File: config.mk
export PLATFORM = sky130hd
export DESIGN_NAME = eaics_ctrl
export DESIGN_NICKNAME = d
export VERILOG_FILES = /design/src/rtl/eaics_pkg.sv /design/src/rtl/eaics_ctrl.sv
export VERILOG_INCLUDE_DIRS = /design/src /design/src/rtl
export SDC_FILE = /design/constraint.sdc
export NUM_CORES = 1
export LEC_CHECK = 0
export BUFFER_PORTS_ARGS = -buffer_cell sky130_fd_sc_hd__buf_4
export CAP_MARGIN = 20
export CORE_MARGIN = 4
export CORE_UTILIZATION = 49
export CTS_BUF_LIST = sky130_fd_sc_hd__clkbuf_8
export CTS_CLUSTER_DIAMETER = 50
export DETAILED_ROUTE_END_ITERATION = 7
export HOLD_SLACK_MARGIN = 0.1
export PLACE_DENSITY = 0.83
export SLEW_MARGIN = 30
export SYNTH_ARGS = -nofsm -noshare
export SYNTH_HDL_FRONTEND = slang
export SYNTH_SLANG_ARGS = --single-unit
File: constraint.sdc
create_clock -name i_clk -period 1.43 [get_ports i_clk]
set_input_delay 0.286 -clock i_clk [delete_from_list [all_inputs] [get_ports i_clk]]
set_output_delay 0.286 -clock i_clk [all_outputs]
set_load 0.01 [all_outputs]
File: src/rtl/elastic_angle_inverse_cdf_sampler_defines.svh
// Assertion macros used by the sampler control FSM.
`ifndef ELASTIC_ANGLE_INVERSE_CDF_SAMPLER_DEFINES_SVH
`define ELASTIC_ANGLE_INVERSE_CDF_SAMPLER_DEFINES_SVH
`ifndef NO_ASSERTIONS
`define EAICS_ASSERT_IMP(lbl, ante, cons) \
    lbl: assert property (@(posedge i_clk) disable iff (!i_rst_n) (ante) |-> (cons)) \
        else $error("eaics: same-cycle check failed");
`define EAICS_ASSERT_NXT(lbl, ante, cons) \
    lbl: assert property (@(posedge i_clk) disable iff (!i_rst_n) (ante) |=> (cons)) \
        else $error("eaics: next-cycle check failed");
`else
`define EAICS_ASSERT_IMP(lbl, ante, cons)
`define EAICS_ASSERT_NXT(lbl, ante, cons)
`endif
`endif

File: src/rtl/eaics_pkg.sv
`default_nettype none
package eaics_pkg;

    localparam int MATERIALS_DEF     = 4;
    localparam int GRID_POINTS_DEF   = 256;
    localparam int TABLE_ENTRIES_DEF = 128;

    localparam int PADDR_W = 3;
    localparam logic [PADDR_W-1:0] A_GRID_SCALE = 3'd0;

    localparam logic OP_WRITE  = 1'b0;
    localparam logic OP_SAMPLE = 1'b1;

    typedef enum logic [4:0] {
        S_IDLE, S_DECODE, S_WRITE, S_GRID, S_BASE, S_BUCKET, S_RD_BR, S_BR,
        S_SRCH, S_SCMP, S_NODE0, S_NODE1, S_NORM, S_M1, S_M2, S_M3, S_M4,
        S_M5, S_M6, S_M7, S_ABS, S_DIV0, S_DIV, S_TMUL, S_SHIFT, S_ADD,
        S_FINISH
    } t_state;

    typedef enum logic [4:0] {
        DP_NOP, DP_LOAD, DP_WRITE, DP_GRID, DP_BASE, DP_BUCKET, DP_BRACKET,
        DP_SCMP, DP_NODE0, DP_NODE1, DP_NORM, DP_M1, DP_M2, DP_M3, DP_M4,
        DP_M5, DP_M6, DP_M7, DP_ABS, DP_DIV0, DP_DIV, DP_TMUL, DP_SHIFT,
        DP_ADD, DP_OUT
    } t_dp_op;

    typedef enum logic [2:0] {
        RD_BUCKET, RD_K, RD_I, RD_I1
    } t_rd_sel;

    typedef struct packed {
        t_dp_op  op;
        t_rd_sel rd_sel;
    } t_cmd;

    typedef struct packed {
        logic is_write;
        logic mat_ok;
        logic search_more;
        logic resid_pos;
        logic norm_done;
        logic den_zero;
        logic div_sat;
        logic div_last;
    } t_status;

endpackage
`default_nettype wire

File: src/rtl/eaics_ctrl.sv
`default_nettype none
`include "elastic_angle_inverse_cdf_sampler_defines.svh"
module eaics_ctrl (
    input  wire                i_clk,
    input  wire                i_rst_n,
    input  wire                i_in_valid,
    output logic               o_in_ready,
    output logic               o_out_valid,
    input  wire                i_out_ready,
    input  eaics_pkg::t_status i_st,
    output eaics_pkg::t_cmd    o_cmd
);
    import eaics_pkg::*;

    t_state r_state, n_state;
    logic   r_out_valid;

    assign o_in_ready  = r_state == S_IDLE;
    assign o_out_valid = r_out_valid;

    always_ff @(posedge i_clk) begin
        if (!i_rst_n) begin
            r_state     <= S_IDLE;
            r_out_valid <= 1'b0;
        end else begin
            r_state <= n_state;
            if (o_cmd.op == DP_OUT) r_out_valid <= 1'b1;
            else if (i_out_ready) r_out_valid <= 1'b0;
        end
    end

    always_comb begin
        n_state      = r_state;
        o_cmd.op     = DP_NOP;
        o_cmd.rd_sel = RD_I;
        unique case (r_state)
            S_IDLE: begin
                if (i_in_valid) begin
                    o_cmd.op = DP_LOAD;
                    n_state  = S_DECODE;
                end
            end
            S_DECODE: begin
                if (i_st.is_write) n_state = S_WRITE;
                else if (!i_st.mat_ok) n_state = S_FINISH;
                else n_state = S_GRID;
            end
            S_WRITE: begin
                o_cmd.op = DP_WRITE;
                n_state  = S_FINISH;
            end
            S_GRID:   begin o_cmd.op = DP_GRID;   n_state = S_BASE;   end
            S_BASE:   begin o_cmd.op = DP_BASE;   n_state = S_BUCKET; end
            S_BUCKET: begin o_cmd.op = DP_BUCKET; n_state = S_RD_BR;  end
            S_RD_BR: begin
                o_cmd.rd_sel = RD_BUCKET;
                n_state      = S_BR;
            end
            S_BR: begin o_cmd.op = DP_BRACKET; n_state = S_SRCH; end
            S_SRCH: begin
                // probe the midpoint, or fetch node i once the bracket is tight
                if (i_st.search_more) begin
                    o_cmd.rd_sel = RD_K;
                    n_state      = S_SCMP;
                end else begin
                    o_cmd.rd_sel = RD_I;
                    n_state      = S_NODE0;
                end
            end
            S_SCMP: begin o_cmd.op = DP_SCMP; n_state = S_SRCH; end
            S_NODE0: begin
                o_cmd.op     = DP_NODE0;
                o_cmd.rd_sel = RD_I1;
                n_state      = S_NODE1;
            end
            S_NODE1: begin
                o_cmd.op = DP_NODE1;
                n_state  = i_st.resid_pos ? S_NORM : S_FINISH;
            end
            S_NORM: begin
                if (i_st.norm_done) n_state = S_M1;
                else o_cmd.op = DP_NORM;
            end
            S_M1: begin o_cmd.op = DP_M1; n_state = S_M2; end
            S_M2: begin o_cmd.op = DP_M2; n_state = S_M3; end
            S_M3: begin o_cmd.op = DP_M3; n_state = S_M4; end
            S_M4: begin o_cmd.op = DP_M4; n_state = S_M5; end
            S_M5: begin o_cmd.op = DP_M5; n_state = S_M6; end
            S_M6: begin o_cmd.op = DP_M6; n_state = S_M7; end
            S_M7: begin o_cmd.op = DP_M7; n_state = S_ABS; end
            S_ABS: begin
                if (i_st.den_zero) begin
                    n_state = S_FINISH;
                end else begin
                    o_cmd.op = DP_ABS;
                    n_state  = S_DIV0;
                end
            end
            S_DIV0: begin o_cmd.op = DP_DIV0; n_state = S_DIV; end
            S_DIV: begin
                if (i_st.div_sat) begin
                    n_state = S_TMUL;
                end else begin
                    o_cmd.op = DP_DIV;
                    if (i_st.div_last) n_state = S_TMUL;
                end
            end
            S_TMUL:  begin o_cmd.op = DP_TMUL;  n_state = S_SHIFT; end
            S_SHIFT: begin o_cmd.op = DP_SHIFT; n_state = S_ADD;   end
            S_ADD:   begin o_cmd.op = DP_ADD;   n_state = S_FINISH; end
            S_FINISH: begin
                if (!r_out_valid || i_out_ready) begin
                    o_cmd.op = DP_OUT;
                    n_state  = S_IDLE;
                end
            end
            default: n_state = S_IDLE;
        endcase
    end

    `EAICS_ASSERT_NXT(a_accept_decode, r_state == S_IDLE && i_in_valid, r_state == S_DECODE)
    `EAICS_ASSERT_IMP(a_probe_order, r_state == S_SCMP, $past(r_state) == S_SRCH)
    `EAICS_ASSERT_NXT(a_result_waits, r_state == S_FINISH && r_out_valid && !i_out_ready, r_state == S_FINISH && r_out_valid)

endmodule
`default_nettype wire
======== Word level (Yosys, flattened, before mapping) ========
Cells that the tools add are included.
storage, ports and cells
  bits in registers ....................... 6
operators by class
  eq/ne operators ......................... 31
  mux-type cells .......................... 21
  reduce and logical (&&, ||, !) cells .... 7
operator list
  kind                  number
  $pmux W5 S25          1
  $pmux W5 S24          1
  $eq A5 B5 Y1 const B  12
  $mux W5               11
  $eq A5 B4 Y1 const B  8
  $eq A5 B3 Y1 const B  4
  $eq A5 B2 Y1 const B  2
  $mux W4               2
  $ne A2 B2 Y1 const B  3
  $pmux W2 S3           1
  $eq A5 B1 Y1 const B  1
  $logic_not A5 Y1      1
  $mux W2               2
  $reduce_and A4 Y1     1
  $reduce_or A2 Y1      2
  $mux W1               3
  $ne A3 B3 Y1 const B  1
  $reduce_bool A2 Y1    1
  $logic_not A1 Y1      1
  $logic_or A1 B1 Y1    1

======== Longest topological paths before layout ========
  word-level depth ........................ 6
  depth in mapped cells ................... 7

======== Least setup slack after synthesis ========
Ideal clock, no wire load.
  kind .................................... register to output
  from .................................... reg r_state[2]
  to ...................................... out o_cmd[3] (netlist name)
  data arrival time ....................... 1,198 ps
  required time ........................... 1,144 ps
  slack ................................... -54 ps
  stages on the path, launching flop included .. 8
  cells stage by stage .................... dfxtp_1 -> buf_6 -> buf_4 -> buf_2 -> a21oi_1 -> o21ai_1 -> nor2_1 -> o2bb2ai_1
RTL lines
  what                    line              text
  from (decl)             eaics_ctrl.sv:15  t_state r_state, n_state;
  from (signal assigned)  eaics_ctrl.sv:26  r_state <= n_state;
  to (decl)               eaics_ctrl.sv:11  output eaics_pkg::t_cmd o_cmd

==> run metrics <==
failing checks negative setup slack; Post-Synth Adder-Cell Area 0%; R2R Path End r_state[0]; vias in the first global route around 1,300; mux contribution to synthesized area 0%; Max-Cap Viols 0; Layout area overhead 64.9%; PD cells roughly 2500 nW/um^2; largest family of logic cells by synthesized area simple AND/OR/NAND/NOR gates; Synth warnings 0; worst hold path class primary input to flip-flop; HPWL after DPL about 2400 um; crit path launch type flip-flop; cell area after synthesis about 880 sq um; Crit path required time 1.14 ns; DR DRC count 0; leak pwr 0.607 nW; Crit Path Category flip-flop to output pin; root buf cell clkbuf_8; Final ANT Viol Nets 0; per-cell routed wire length between 15 and 20 um; Hold Path Sink r_state[2]; Hold Vio Cnt, Final 0; worst r2r path cells 6; RR Startpoint r_state[3]; GP Congestion approximately 0.93; R2R setup slack -0.18 ns; initial cell density of the core 51.2%; most common cell after layout, fill and taps aside buf_4; CTS clock-pin slew for the worst setup and hold paths roughly 0.040 ns; routed vias/inst about 6.2; number of synthesized flops with an enable pin 0; Int Pwr 1.93 mW; largest net degree at the start of global routing 14; syn nets ~140; post-layout util a little over four fifths; Gate power share 80.9%; Worst Slack Setup Final -0.248 ns; drt pass-1 iters 5; CP Buf/Inv Count 1; CP top delay family simple AND/OR/NAND/NOR gates; total CTS buffers 3; Tcrit/Tclk final 117%; share of cells above drive strength 1 between 50% and 60%; sequential element share of the synthesized area between 10% and 20%; Fmax 0.596 GHz; # rows 15; Worst VDD drop 1650 uV; outcome finished with violations; Arrival @ worst endpoint 1.39 ns; CTS tree built; final setup fails 13; Final Max Slew Viols 0; Post-Synth Simple-Gate Area around 36%; first-pass GRT wire length about 6000 um; min-delay src i_rst_n; n_diodes 0; sequential share of power about an eighth; clock sinks 6; CP Max Fanout 10; GR Overflow Total 0; hold path depth 2; Synth Instances 132; crit end category output pin; XOR/XNOR share of the synthesized area 1.98%; Cell variety after synth 43; Post-Route WL around 3800 um; hold bufs inserted after CTS 0; CP max stage delay 0.38 ns; Core Region approximately 1700 sq um; Worst Clk Skew between 0.002 and 0.003 ns; die area ~2500 sq um; critical path, cell by cell and2b_4, a21oi_1, or3_1, buf_4; clock network fraction of design power under 10%; Async SR Flop Fraction 0%; Psw between 1.5 and 2 mW; vias between 1,000 and 1,500; Layout Nets 192; Ports 22; RSZ-0062 raised after global routing true; Final Critical Period roughly 1.7 ns; Die W between 50 and 60 um; highest-count cells in the layout ignoring fill and taps buf_4 (50), a21oi_1 (15), nand2_1 (9), nor2_1 (7); Final TNS setup -2.17 ns; main flop type after synthesis dfxtp_1; CTS max path bufs 2; Die Height around 50 um; DRT iter0 DRCs between 100 and 150; Compound-Gate Fraction of Synth Area 35.7%; H-tree Lvls 1; syn_area_per_cell 6.69 sq um; latest clock arrival within the worst-skew pair roughly 0.23 ns; Yosys reg bits 6; IO Port Bufs 20; initial antenna violation count 0; GRT Util Overall 30.5%; CP max stage cell dfxtp_4; final hold slack approximately 0.32 ns; switching share of power 48.1%
[metrics by stage]
step,cells,instance area [sq um],power (mW),setup slack [ns]
3_5_place_dp,197,1230,2.77,-0.233
5_1_grt,203,1460,3.94,-0.321
2_1_floorplan,132,900,1.84,-0.0154
3_3_place_gp,197,1230,2.70,-0.161
4_1_cts,202,1390,3.38,-0.232
6_report,203,1460,3.71,-0.248
[kinds of logic (layout without fill, tap and decap cells)]
family / after synthesis / in the layout
compound gates: 48 / 48
xor+xnor: 2 / 2
buf+inv: 18 / 64
flops: 6 / 6
other cells: 1 / 1
simple gates: 57 / 57
[registers in the layout, summed over array words and instances, names as in the netlist]
name and count:
o_out_valid 1, r_state 5
[Yosys cell counts, drive strengths merged (5+ instances only)]
cell type | n | area share (%)
a21oi | 18 | 10
buf | 12 | 10
nand2 | 12 | 5.7
nor2 | 12 | 5.1
o21ai | 8 | 4.5
nand2b | 7 | 5.0
dfxtp | 6 | 14
inv | 6 | 2.5
nor2b | 5 | 3.5
nor3 | 5 | 3.4
[per-layer routing]
metal	global-route usage [%]	vias up	wire length (um)
met4	13.9	0	97
li1	-	569	-
met5	0	-	0
met1	34.1	585	1470
met3	5.04	19	306
met2	55.9	93	1900
[power groups by stage]
| stage | clock, mW | sequential, mW | combinational [mW] |
|---|---|---|---|
| finish | 0.268 | 0.440 | 3.00 |
| global route | 0.276 | 0.455 | 3.21 |
| floorplan | 0 | 0.297 | 1.54 |
| CTS | 0.255 | 0.428 | 2.70 |
| detailed placement | 0 | 0.380 | 2.39 |
| global placement | 0 | 0.376 | 2.32 |
[worst max-delay path by stage]
stage,startpoint,to,depth (start not counted)
floorplan,r_state[4],o_cmd[3],6
global placement,r_state[2],r_state[4],6
detailed placement,r_state[2],r_state[4],6
CTS,r_state[3],o_cmd[1],4
global route,r_state[2],o_cmd[1],5
finish,r_state[3],o_cmd[1],4
[repair_timing]
| action | CTS | global route |
|---|---|---|
| endpoints found under the setup margin | 13 | 13 |
| setup buffers | 2 | 1 |
| pin swaps | 6 | 1 |
| gates resized for setup | 29 | 14 |
[layout make-up]
type / instances / area, sq um
repair buffers: 55 / 432
clock buffers: 3 / 41.3
inverters: 6 / 22.5
well taps: 25 / 31.3
multi-input cells: 108 / 791
flip-flops and latches: 6 / 139
fillers: 108 / 270
Power figures use the tool's default switching activity.
